--- config.mk ---
export PLATFORM = sky130hd
export DESIGN_NAME = wrapped_angle_position_command_top_flat
export DESIGN_NICKNAME = d
export VERILOG_FILES = /design/src/wapc_pkg.sv /design/src/wapc_cmd_if.sv /design/src/wapc_res_if.sv /design/src/wapc_cfg_if.sv /design/src/wapc_cfg_regs.sv /design/src/wrapped_angle_position_command_top.sv /design/src/flat_wrapper.sv
export VERILOG_INCLUDE_DIRS = /design/src /design/src/src
export SDC_FILE = /design/constraint.sdc
export NUM_CORES = 2
export LEC_CHECK = 0
export BUFFER_PORTS_ARGS = -buffer_cell sky130_fd_sc_hd__buf_2
export CORE_MARGIN = 1
export CORE_UTILIZATION = 35
export CTS_BUF_LIST = sky130_fd_sc_hd__clkbuf_8 sky130_fd_sc_hd__clkbuf_16
export CTS_CLUSTER_DIAMETER = 60
export DETAILED_ROUTE_END_ITERATION = 16
export PLACE_DENSITY = 0.6
export SYNTH_ARGS = -nofsm -noshare
export SYNTH_HDL_FRONTEND = slang
export SYNTH_SLANG_ARGS = --single-unit
--- constraint.sdc ---
create_clock -name clk -period 11.3 [get_ports clk]
set_clock_uncertainty 0.1 [all_clocks]
set_input_delay 0.565 -clock clk [delete_from_list [all_inputs] [get_ports clk]]
set_output_delay 0.565 -clock clk [all_outputs]
set_load 0.01 [all_outputs]
--- src/assert_macros.svh ---
// assertion macros shared by the wrapped angle command rtl
`ifndef ASSERT_MACROS_SVH
`define ASSERT_MACROS_SVH

// same-cycle implication, sampled on clk, off while rst_n is low
`define WAPC_ASSERT_IMP(lbl, ante, cons, msg) \
  lbl: assert property (@(posedge clk) disable iff (!rst_n) (ante) |-> (cons)) \
    else $error(msg);

// next-cycle implication, sampled on clk, off while rst_n is low
`define WAPC_ASSERT_NXT(lbl, ante, cons, msg) \
  lbl: assert property (@(posedge clk) disable iff (!rst_n) (ante) |=> (cons)) \
    else $error(msg);

`endif

--- src/wapc_pkg.sv ---
// constants, types and helpers for the wrapped angle position command block
package wapc_pkg;

  localparam int TURN_UNITS  = 36000;
  localparam int FULL_ERROR  = 6000;
  localparam int MOTOR_COUNT = 2;

  localparam int SEL_W      = 1;
  localparam int ANGLE_W    = 16;
  localparam int ENC_W      = 16;
  localparam int SPEED_W    = 10;
  localparam int WIN_N      = 2;
  localparam int CFG_IDX_W  = 3;
  localparam int CFG_DATA_W = 16;

  // |delta| never exceeds half a turn
  localparam int ERR_W     = $clog2(TURN_UNITS / 2 + 1);
  // err * span stays below FULL_ERROR * max speed
  localparam int PROD_W    = $clog2(FULL_ERROR * ((1 << SPEED_W) - 1));
  // exact reciprocal for floor(p / FULL_ERROR) over PROD_W-bit p
  localparam int DIV_SHIFT = PROD_W + $clog2(FULL_ERROR);
  localparam int RECIP_W   = PROD_W + 2;
  localparam longint unsigned RECIP =
    ((64'd1 << DIV_SHIFT) + 64'(FULL_ERROR) - 64'd1) / 64'(FULL_ERROR);

  localparam logic [ANGLE_W-1:0] TURN_A = ANGLE_W'(TURN_UNITS);
  localparam logic [ANGLE_W-1:0] HALF_A = ANGLE_W'(TURN_UNITS / 2);

  localparam logic [ANGLE_W-1:0] RST_LIM_LO_0    = ANGLE_W'(34300);
  localparam logic [ANGLE_W-1:0] RST_LIM_HI_0    = ANGLE_W'(2000);
  localparam logic [ANGLE_W-1:0] RST_LIM_LO_1    = ANGLE_W'(27000);
  localparam logic [ANGLE_W-1:0] RST_LIM_HI_1    = ANGLE_W'(9000);
  localparam logic [SPEED_W-1:0] RST_SPEED_FLOOR = SPEED_W'(1);
  localparam logic [SPEED_W-1:0] RST_SPEED_CEIL  = SPEED_W'(150);

  typedef enum logic [CFG_IDX_W-1:0] {
    CFG_LIM_LO_0,
    CFG_LIM_HI_0,
    CFG_LIM_LO_1,
    CFG_LIM_HI_1,
    CFG_SPEED_FLOOR,
    CFG_SPEED_CEIL
  } wapc_cfg_idx_t;

  typedef struct packed {
    logic [WIN_N-1:0][ANGLE_W-1:0] lim_lo;
    logic [WIN_N-1:0][ANGLE_W-1:0] lim_hi;
    logic [SPEED_W-1:0]            spd_floor;
    logic [SPEED_W-1:0]            spd_ceil;
  } wapc_cfg_t;

  // one conditional subtract covers any 16-bit value for a full turn of 36000
  function automatic logic [ANGLE_W-1:0] wrap_turn(input logic [ANGLE_W-1:0] a);
    return (a >= TURN_A) ? (a - TURN_A) : a;
  endfunction

endpackage

--- src/wapc_cmd_if.sv ---
// command channel: motor select, target angle and encoder position
interface wapc_cmd_if import wapc_pkg::*; ();
  logic               valid;
  logic               ready;
  logic [SEL_W-1:0]   motor_select;
  logic [ANGLE_W-1:0] req_angle;
  logic [ENC_W-1:0]   encoder_position;

  modport source (output valid, motor_select, req_angle, encoder_position,
                  input ready);
  modport sink (input valid, motor_select, req_angle, encoder_position,
                output ready);
endinterface

--- src/wapc_res_if.sv ---
// result channel: safe target, signed target, delta, speed and direction
interface wapc_res_if import wapc_pkg::*; ();
  logic                      valid;
  logic                      ready;
  logic [ANGLE_W-1:0]        safe_target;
  logic signed [ANGLE_W-1:0] centred_target;
  logic signed [ANGLE_W-1:0] shortest_delta;
  logic [SPEED_W-1:0]        speed_cap;
  logic                      turn_direction;

  modport source (output valid, safe_target, centred_target, shortest_delta, speed_cap,
                  turn_direction, input ready);
  modport sink (input valid, safe_target, centred_target, shortest_delta, speed_cap,
                turn_direction, output ready);
endinterface

--- src/wapc_cfg_if.sv ---
// configuration write channel: register index and data
interface wapc_cfg_if import wapc_pkg::*; ();
  logic                  valid;
  logic                  ready;
  logic [CFG_IDX_W-1:0]  index;
  logic [CFG_DATA_W-1:0] data;

  modport source (output valid, index, data, input ready);
  modport sink (input valid, index, data, output ready);
endinterface

--- src/wapc_cfg_regs.sv ---
// configuration register file, window edges stored already reduced to one turn
module wapc_cfg_regs import wapc_pkg::*; (
  input  logic      clk,
  input  logic      rst_n,
  wapc_cfg_if.sink  cfg_wr,
  output wapc_cfg_t cfg
);

  wapc_cfg_t          cfg_r;
  wapc_cfg_t          cfg_nxt;
  logic [ANGLE_W-1:0] wr_angle;

  assign cfg_wr.ready = 1'b1;
  assign cfg          = cfg_r;

  always_comb begin
    cfg_nxt  = cfg_r;
    wr_angle = wrap_turn(cfg_wr.data[ANGLE_W-1:0]);
    if (cfg_wr.valid) begin
      case (wapc_cfg_idx_t'(cfg_wr.index))
        CFG_LIM_LO_0:    cfg_nxt.lim_lo[0]  = wr_angle;
        CFG_LIM_HI_0:    cfg_nxt.lim_hi[0]  = wr_angle;
        CFG_LIM_LO_1:    cfg_nxt.lim_lo[1]  = wr_angle;
        CFG_LIM_HI_1:    cfg_nxt.lim_hi[1]  = wr_angle;
        CFG_SPEED_FLOOR: cfg_nxt.spd_floor  = cfg_wr.data[SPEED_W-1:0];
        CFG_SPEED_CEIL:  cfg_nxt.spd_ceil   = cfg_wr.data[SPEED_W-1:0];
        default: begin
          cfg_nxt = cfg_r;
        end
      endcase
    end
  end

  always_ff @(posedge clk) begin
    if (!rst_n) begin
      cfg_r.lim_lo[0] <= RST_LIM_LO_0;
      cfg_r.lim_hi[0] <= RST_LIM_HI_0;
      cfg_r.lim_lo[1] <= RST_LIM_LO_1;
      cfg_r.lim_hi[1] <= RST_LIM_HI_1;
      cfg_r.spd_floor <= RST_SPEED_FLOOR;
      cfg_r.spd_ceil  <= RST_SPEED_CEIL;
    end else begin
      cfg_r <= cfg_nxt;
    end
  end

endmodule

--- src/wrapped_angle_position_command_top.sv ---
// top level of the wrapped angle position command pipeline
//
// channel   dir  payload                                                   transaction
// in_cmd    in   motor_select, req_angle, encoder_position                 valid & ready
// out_res   out  safe_target, centred_target, shortest_delta, speed_cap,   valid & ready
//                turn_direction
// cfg_wr    in   index, data (always ready)                                valid & ready
//
// one command per cycle sustained while out_res is ready
// stages: encoder scale multiply, window clamp, wrapped delta, ramp multiply,
// reciprocal divide, output register; the direction hold is read and written in stage 3
// a stall on out_res holds only occupied stages, empty stages keep taking commands
// rst_n (synchronous) clears stage valids and held directions and loads default limits
`include "assert_macros.svh"

module wrapped_angle_position_command_top import wapc_pkg::*; (
  input  logic        clk,
  input  logic        rst_n,
  wapc_cfg_if.sink    cfg_wr,
  wapc_cmd_if.sink    in_cmd,
  wapc_res_if.source  out_res
);

  localparam int STAGES     = 6;
  localparam int SEL_N      = 1 << SEL_W;
  localparam int ENC_PROD_W = ENC_W + ANGLE_W;
  localparam int RAMP_W     = ERR_W + SPEED_W;
  localparam int MUL_W      = PROD_W + RECIP_W;

  localparam logic [ENC_PROD_W-1:0] ENC_ROUND = ENC_PROD_W'(1) << (ENC_W - 1);
  localparam logic signed [ANGLE_W:0] DIFF_HALF = (ANGLE_W + 1)'(TURN_UNITS / 2);
  localparam logic signed [ANGLE_W:0] DIFF_TURN = (ANGLE_W + 1)'(TURN_UNITS);
  localparam logic signed [ANGLE_W-1:0] DELTA_HALF = ANGLE_W'(TURN_UNITS / 2);
  localparam logic DIR_CW  = 1'b0;
  localparam logic DIR_CCW = 1'b1;

  typedef struct packed {
    logic [SEL_W-1:0]   sel;
    logic [ANGLE_W-1:0] tgt;
    logic [ENC_W-1:0]   enc;
  } s1_t;

  typedef struct packed {
    logic [SEL_W-1:0]   sel;
    logic [ANGLE_W-1:0] tgt;
    logic [ANGLE_W-1:0] cur_raw;
  } s2_t;

  typedef struct packed {
    logic [SEL_W-1:0]   sel;
    logic [ANGLE_W-1:0] safe;
    logic [ANGLE_W-1:0] cur;
    logic               tie_ok;
  } s3_t;

  typedef struct packed {
    logic [SEL_W-1:0]          sel;
    logic [ANGLE_W-1:0]        safe;
    logic signed [ANGLE_W-1:0] stgt;
    logic signed [ANGLE_W-1:0] delta;
    logic                      dir;
    logic [ERR_W-1:0]          err;
    logic                      full;
  } s4_t;

  typedef struct packed {
    logic [ANGLE_W-1:0]        safe;
    logic signed [ANGLE_W-1:0] stgt;
    logic signed [ANGLE_W-1:0] delta;
    logic                      dir;
    logic                      full;
    logic [PROD_W-1:0]         ramp;
  } s5_t;

  typedef struct packed {
    logic [ANGLE_W-1:0]        safe;
    logic signed [ANGLE_W-1:0] stgt;
    logic signed [ANGLE_W-1:0] delta;
    logic [SPEED_W-1:0]        speed;
    logic                      dir;
  } res_t;

  wapc_cfg_t         cfg;
  logic [STAGES-1:0] vld_r;
  logic [STAGES-1:0] vld_nxt;
  logic [STAGES-1:0] adv;
  logic [SEL_N-1:0]  held_r;

  s1_t  s1_r, s1_nxt;
  s2_t  s2_r, s2_nxt;
  s3_t  s3_r, s3_nxt;
  s4_t  s4_r, s4_nxt;
  s5_t  s5_r, s5_nxt;
  res_t out_r, out_nxt;

  wapc_cfg_regs u_cfg (
    .clk    (clk),
    .rst_n  (rst_n),
    .cfg_wr (cfg_wr),
    .cfg    (cfg)
  );

  function automatic logic in_win(input logic [ANGLE_W-1:0] a,
                                  input logic [ANGLE_W-1:0] lo,
                                  input logic [ANGLE_W-1:0] hi);
    return (a >= lo) || (a <= hi);
  endfunction

  // outside the window hi < a < lo; nearer edge by 2a <= lo + hi, ties to hi
  function automatic logic [ANGLE_W-1:0] snap(input logic [ANGLE_W-1:0] a,
                                              input logic [ANGLE_W-1:0] lo,
                                              input logic [ANGLE_W-1:0] hi);
    logic [ANGLE_W:0] twice;
    logic [ANGLE_W:0] edges;
    twice = {a, 1'b0};
    edges = {1'b0, lo} + {1'b0, hi};
    if (in_win(a, lo, hi)) begin
      return a;
    end
    return (twice <= edges) ? hi : lo;
  endfunction

  // stage handshake: a stage moves when it is empty or its successor moves
  always_comb begin
    adv[STAGES-1] = !vld_r[STAGES-1] || out_res.ready;
    for (int i = STAGES - 2; i >= 0; i--) begin
      adv[i] = !vld_r[i] || adv[i+1];
    end
    vld_nxt[0] = adv[0] ? in_cmd.valid : vld_r[0];
    for (int i = 1; i < STAGES; i++) begin
      vld_nxt[i] = adv[i] ? vld_r[i-1] : vld_r[i];
    end
  end

  assign in_cmd.ready = adv[0];

  // stage 0: capture
  always_comb begin
    s1_nxt.sel = in_cmd.motor_select;
    s1_nxt.tgt = in_cmd.req_angle;
    s1_nxt.enc = in_cmd.encoder_position;
  end

  // stage 1: encoder counts to 0.01 degree, rounded; target wrapped to one turn
  logic [ENC_PROD_W-1:0] enc_prod;
  always_comb begin
    enc_prod       = ENC_PROD_W'(s1_r.enc) * ENC_PROD_W'(TURN_UNITS) + ENC_ROUND;
    s2_nxt.sel     = s1_r.sel;
    s2_nxt.tgt     = wrap_turn(s1_r.tgt);
    s2_nxt.cur_raw = enc_prod[ENC_W +: ANGLE_W];
  end

  // stage 2: window clamp
  logic [ANGLE_W-1:0] cur2;
  logic [ANGLE_W-1:0] lo2;
  logic [ANGLE_W-1:0] hi2;
  logic               has_win2;
  logic               cur_in2;
  always_comb begin
    cur2     = wrap_turn(s2_r.cur_raw);
    lo2      = cfg.lim_lo[s2_r.sel];
    hi2      = cfg.lim_hi[s2_r.sel];
    has_win2 = (32'(s2_r.sel) < 32'(MOTOR_COUNT));
    cur_in2  = in_win(cur2, lo2, hi2);
    s3_nxt.sel    = s2_r.sel;
    s3_nxt.cur    = cur2;
    // a clamped result always lies inside, so the tie rule only needs cur inside
    s3_nxt.tie_ok = has_win2 && cur_in2;
    if (!has_win2) begin
      s3_nxt.safe = s2_r.tgt;
    end else if (cur_in2) begin
      s3_nxt.safe = snap(s2_r.tgt, lo2, hi2);
    end else begin
      s3_nxt.safe = snap(cur2, lo2, hi2);
    end
  end

  // stage 3: wrapped delta, half-turn tie, direction hold
  logic signed [ANGLE_W:0] diff3;
  logic signed [ANGLE_W:0] dt3;
  logic signed [ANGLE_W:0] abs3;
  logic [ANGLE_W-1:0]      lo3;
  logic [ANGLE_W-1:0]      hi3;
  always_comb begin
    lo3   = cfg.lim_lo[s3_r.sel];
    hi3   = cfg.lim_hi[s3_r.sel];
    diff3 = $signed({1'b0, s3_r.safe}) - $signed({1'b0, s3_r.cur});
    if (diff3 > DIFF_HALF) begin
      dt3 = diff3 - DIFF_TURN;
    end else if (diff3 < -DIFF_HALF) begin
      dt3 = diff3 + DIFF_TURN;
    end else begin
      dt3 = diff3;
    end
    // half turn exactly: go the way that stays inside the window
    if (s3_r.tie_ok) begin
      if ((dt3 == -DIFF_HALF) && (s3_r.cur >= lo3) && (s3_r.safe <= hi3)) begin
        dt3 = DIFF_HALF;
      end else if ((dt3 == DIFF_HALF) && (s3_r.cur <= hi3) && (s3_r.safe >= lo3)) begin
        dt3 = -DIFF_HALF;
      end
    end
    abs3 = dt3[ANGLE_W] ? -dt3 : dt3;

    s4_nxt.sel   = s3_r.sel;
    s4_nxt.safe  = s3_r.safe;
    s4_nxt.stgt  = $signed((s3_r.safe > HALF_A) ? (s3_r.safe - TURN_A) : s3_r.safe);
    s4_nxt.delta = $signed(dt3[ANGLE_W-1:0]);
    s4_nxt.err   = abs3[ERR_W-1:0];
    s4_nxt.full  = (abs3[ERR_W-1:0] >= ERR_W'(FULL_ERROR));
    if (dt3 > 0) begin
      s4_nxt.dir = DIR_CW;
    end else if (dt3 < 0) begin
      s4_nxt.dir = DIR_CCW;
    end else begin
      s4_nxt.dir = held_r[s3_r.sel];
    end
  end

  // stage 4: ramp product err * span
  logic [SPEED_W-1:0] span4;
  logic [RAMP_W-1:0]  ramp4;
  always_comb begin
    span4 = (cfg.spd_ceil > cfg.spd_floor) ? (cfg.spd_ceil - cfg.spd_floor) : '0;
    ramp4 = RAMP_W'(s4_r.err) * RAMP_W'(span4);
    s5_nxt.safe  = s4_r.safe;
    s5_nxt.stgt  = s4_r.stgt;
    s5_nxt.delta = s4_r.delta;
    s5_nxt.dir   = s4_r.dir;
    s5_nxt.full  = s4_r.full;
    // only meaningful below full error, where it fits PROD_W
    s5_nxt.ramp  = ramp4[PROD_W-1:0];
  end

  // stage 5: divide by full error through the reciprocal, then the speed select
  logic [MUL_W-1:0]   quot5;
  logic [SPEED_W-1:0] step5;
  always_comb begin
    quot5 = MUL_W'(s5_r.ramp) * MUL_W'(RECIP);
    step5 = quot5[DIV_SHIFT +: SPEED_W];
    out_nxt.safe  = s5_r.safe;
    out_nxt.stgt  = s5_r.stgt;
    out_nxt.delta = s5_r.delta;
    out_nxt.dir   = s5_r.dir;
    out_nxt.speed = s5_r.full ? cfg.spd_ceil : (cfg.spd_floor + step5);
  end

  always_ff @(posedge clk) begin
    if (!rst_n) begin
      vld_r  <= '0;
      held_r <= {SEL_N{DIR_CW}};
    end else begin
      vld_r <= vld_nxt;
      if (vld_r[2] && adv[3]) begin
        held_r[s3_r.sel] <= s4_nxt.dir;
      end
    end
  end

  always_ff @(posedge clk) begin
    if (adv[0]) begin
      s1_r <= s1_nxt;
    end
    if (adv[1]) begin
      s2_r <= s2_nxt;
    end
    if (adv[2]) begin
      s3_r <= s3_nxt;
    end
    if (adv[3]) begin
      s4_r <= s4_nxt;
    end
    if (adv[4]) begin
      s5_r <= s5_nxt;
    end
    if (adv[5]) begin
      out_r <= out_nxt;
    end
  end

  assign out_res.valid          = vld_r[STAGES-1];
  assign out_res.safe_target    = out_r.safe;
  assign out_res.centred_target = out_r.stgt;
  assign out_res.shortest_delta = out_r.delta;
  assign out_res.speed_cap      = out_r.speed;
  assign out_res.turn_direction = out_r.dir;

  // assertion helpers
  logic res_vld;
  logic res_dir_ok;
  logic res_in_half;
  logic s3_moves;
  assign res_vld     = vld_r[STAGES-1];
  assign res_dir_ok  = (out_r.delta == '0) || (out_r.dir == out_r.delta[ANGLE_W-1]);
  assign res_in_half = (out_r.delta >= -DELTA_HALF) && (out_r.delta <= DELTA_HALF);
  assign s3_moves    = vld_r[2] && adv[3];

  `WAPC_ASSERT_IMP(a_dir_follows_delta, res_vld, res_dir_ok, "turn direction disagrees")
  `WAPC_ASSERT_IMP(a_delta_in_half_turn, res_vld, res_in_half, "delta beyond half a turn")
  `WAPC_ASSERT_NXT(a_held_dir_updated, s3_moves, held_r[s4_r.sel] == s4_r.dir, "hold stale")

endmodule
--- src/flat_wrapper.sv ---
// flat-port wrapper written by rule: the top's interface ports become plain ports
module wrapped_angle_position_command_top_flat import wapc_pkg::*;
  (clk, rst_n, cfg_wr_valid, cfg_wr_index, cfg_wr_data, cfg_wr_ready, in_cmd_valid, in_cmd_motor_select, in_cmd_req_angle, in_cmd_encoder_position, in_cmd_ready, out_res_valid, out_res_safe_target, out_res_centred_target, out_res_shortest_delta, out_res_speed_cap, out_res_turn_direction, out_res_ready);
  wapc_cfg_if cfg_wr_i ();
  wapc_cmd_if in_cmd_i ();
  wapc_res_if out_res_i ();
  input  logic clk;
  input  logic rst_n;
  input wire logic [$bits(cfg_wr_i.valid)-1:0] cfg_wr_valid;
  input wire logic [$bits(cfg_wr_i.index)-1:0] cfg_wr_index;
  input wire logic [$bits(cfg_wr_i.data)-1:0] cfg_wr_data;
  output wire logic [$bits(cfg_wr_i.ready)-1:0] cfg_wr_ready;
  input wire logic [$bits(in_cmd_i.valid)-1:0] in_cmd_valid;
  input wire logic [$bits(in_cmd_i.motor_select)-1:0] in_cmd_motor_select;
  input wire logic [$bits(in_cmd_i.req_angle)-1:0] in_cmd_req_angle;
  input wire logic [$bits(in_cmd_i.encoder_position)-1:0] in_cmd_encoder_position;
  output wire logic [$bits(in_cmd_i.ready)-1:0] in_cmd_ready;
  output wire logic [$bits(out_res_i.valid)-1:0] out_res_valid;
  output wire logic [$bits(out_res_i.safe_target)-1:0] out_res_safe_target;
  output wire logic [$bits(out_res_i.centred_target)-1:0] out_res_centred_target;
  output wire logic [$bits(out_res_i.shortest_delta)-1:0] out_res_shortest_delta;
  output wire logic [$bits(out_res_i.speed_cap)-1:0] out_res_speed_cap;
  output wire logic [$bits(out_res_i.turn_direction)-1:0] out_res_turn_direction;
  input wire logic [$bits(out_res_i.ready)-1:0] out_res_ready;
  assign cfg_wr_i.valid = cfg_wr_valid;
  assign cfg_wr_i.index = cfg_wr_index;
  assign cfg_wr_i.data = cfg_wr_data;
  assign cfg_wr_ready = cfg_wr_i.ready;
  assign in_cmd_i.valid = in_cmd_valid;
  assign in_cmd_i.motor_select = in_cmd_motor_select;
  assign in_cmd_i.req_angle = in_cmd_req_angle;
  assign in_cmd_i.encoder_position = in_cmd_encoder_position;
  assign in_cmd_ready = in_cmd_i.ready;
  assign out_res_valid = out_res_i.valid;
  assign out_res_safe_target = out_res_i.safe_target;
  assign out_res_centred_target = out_res_i.centred_target;
  assign out_res_shortest_delta = out_res_i.shortest_delta;
  assign out_res_speed_cap = out_res_i.speed_cap;
  assign out_res_turn_direction = out_res_i.turn_direction;
  assign out_res_i.ready = out_res_ready;
  wrapped_angle_position_command_top u_core (.clk(clk), .rst_n(rst_n), .cfg_wr(cfg_wr_i), .in_cmd(in_cmd_i), .out_res(out_res_i));
endmodule
==> flow_summary.ini <==
[grt]
antenna_found_initial = 8
grtUsageTotal = 0.168
grt_pass1_wl_um = 148000
grt_overflow = 0
grt_max_degree = 69
grt_pass1_vias = 26676

[drt]
viasPerCell = 5.02
drc = 0
wl_um = 91300
wire_per_inst_um = 17.3
via_count = 26396
drtIter0Drc = 1804
first_pass_iters = 7
postRouteAntennaNets = 0

[sta]
slew_headroom = 0.229
setup_viol = 0
min_period_over_period = 0.807
final.setup.tns_ns = 0
maxSlewViolCount = 0
hold_violations = 0
tightest_slew_ns = 1.15
fmax_ghz = 0.110
period_needed_ns = 9.12
rsz0062_at_grt = false

[die]
rows = 121
core_area_mm2 = 0.109
ios = 119
dieArea_mm2 = 0.111
die_w_um = 333
initial_core_util = 0.353
die_h_um = 333

[synth]
synthMuxAreaShare = 0.0322
async_flop_share = 0
yosys_warnings = 0
synth-simple-area-share = 0.0969
ys_types = 98
synthXorXnorAreaFrac = 0.0365
syn_avg_cell_area_um2 = 10.3
synthFlopType = edfxtp_1
syn-instance-count = 3726
yosys_register_bits = 373
synth_top_family_by_area = adder cells
synthAdderAreaFrac = 0.382
synth_seq_area_share = 0.268
syn-cell-area_mm2 = 0.0384
synth_edf_count = 281
synth_compound_area_frac = 0.107
syn_nets = 4742

[critical_path]
crit_path_top_delay_cell = fa_1
critPathLaunch = u_core.s5_r[20]
crit_required_ns = 11.54
end_kind = flip-flop
critPathMaxStageDelay_ns = 0.78
start_kind = flip-flop
critPathKind = flip-flop to flip-flop
critPathArrivalTime_ns = 9.36
rr_startpoint = u_core.s5_r[20]
r2r_cells = 34
crit_fanout = 6
rrSetupSlack_ns = 2.18
cpMostUsedCell = fa_1

[cells_and_area]
nFillCells = 10680
final_common_cell = inv_1
layout_common_cells = inv_1 (678), ha_1 (604), fa_1 (355), nand2_1 (285), edfxtp_1 (281)
synthToLayoutAreaGrowth_pct = 9.36
nets = 4830
drive_gt1_frac = 0.0725

[min_path]
holdPathStages = 1
min_from = in_cmd_req_angle[13]
hold_class = input port to flip-flop

[placement]
port_buffers = 117
gp_routability_congestion = 0.937
dpl.hpwl_um = 74700

[clock_tree]
post_cts_buffers = 0
clkLatencyLatePin_ns = 0.62
cts_tree = done
cts_hold_buf = 0
clockBufferDepth = 3
clockRootBuffer = clkbuf_16
cts.clk_slew.worst_paths_ns = 0.06
cts.sink_count = 373
cts-resized-gates = 0
cts_max_level = 2
cts_inserted_buffers = 44

[flow_run]
cap_viol_max_count = 0

[outcome]
status = complete, no violations
[layout make-up]
class,instances,area [um^2],share of cell area
multi-input cells,2580,25200,0.600
clock buffers,46,1130,0.0269
clock inverters,33,328,0.00781
repair buffers,137,736,0.0175
inverters,678,2540,0.0607
flip-flops and latches,373,10300,0.245
well taps,1414,1770,0.0422
diodes,2,5.00,0.000119
[logic make-up after synthesis]
group,count (synthesis)
compound gates,592
xor+xnor,156
fa+ha+maj,959
buf+inv,773
flops,373
mux,122
other cells,1
simple gates,750
[registers in the layout, summed over array words and instances (netlist names), 6 cells and up]
register                       flops
u_core.s2_r                       33
u_core.out_res.shortest_delta     16
u_core.s5_r                       24
u_core.out_nxt                    44
u_core.u_cfg.cfg                  84
u_core.out_res.safe_target        11
u_core.s4_r                       59
u_core.s1_r                       33
u_core.out_res.centred_target     16
u_core.out_res.speed_cap          10
u_core.s3_r                       34
u_core.vld_r                       6
[critical path, delay by kind of cell (launching register included)]
kind | cells | cell delay, ns
fa+ha+maj | 9 | 4.36
compound gates | 12 | 2.49
flops | 1 | 0.52
simple gates | 4 | 0.52
xor+xnor | 3 | 0.44
buf+inv | 6 | 0.39
[synth_stat cells (62+ instances only)]
cell type | instances | share of area
inv_1 | 675 | 0.066
a21o_1 | 84 | 0.016
fa_1 | 355 | 0.19
edfxtp_1 | 281 | 0.22
xnor2_1 | 112 | 0.026
ha_1 | 604 | 0.20
mux2i_1 | 111 | 0.029
nand2_1 | 286 | 0.028
dfxtp_1 | 92 | 0.048
a21oi_1 | 170 | 0.022
and3_1 | 76 | 0.012
o21ai_0 | 84 | 0.011
clkbuf_1 | 62 | 0.0061
nor2_1 | 112 | 0.011
[stage by stage]
stage	instances	hold WS [ns]	setup WS, ns	utilization	cell area [um^2]
after floorplan	3726	0.300	3.22	-	38400
after global placement	5182	0.301	2.15	0.373	40500
after detailed placement	5182	0.305	2.11	0.373	40500
after CTS	5261	0.0107	2.06	0.386	42000
after global routing	5263	0.0195	1.40	0.386	42000
final	5263	0.0496	2.18	0.386	42000
[path summary, 6_finish.rpt]
| kind | endpoint |
|---|---|
| max | u_core.out_res.speed_cap[9] |
| min | u_core.s1_r[29] |
| max reg2reg | u_core.out_res.speed_cap[9] |
| min reg2reg | u_core.out_res.shortest_delta[12] |
[metal layers]
metal  track usage  up-vias  share of wire
met4        0.0344       12          0.017
met3        0.0291      104          0.055
met1         0.238    12887           0.48
met5             0        -        0.00083
li1              -    12855              -
met2         0.267      538           0.45
Power is left out: the tool's default activity adds up to more than one toggle a clock period on the data nets, which glitch-free logic cannot reach.
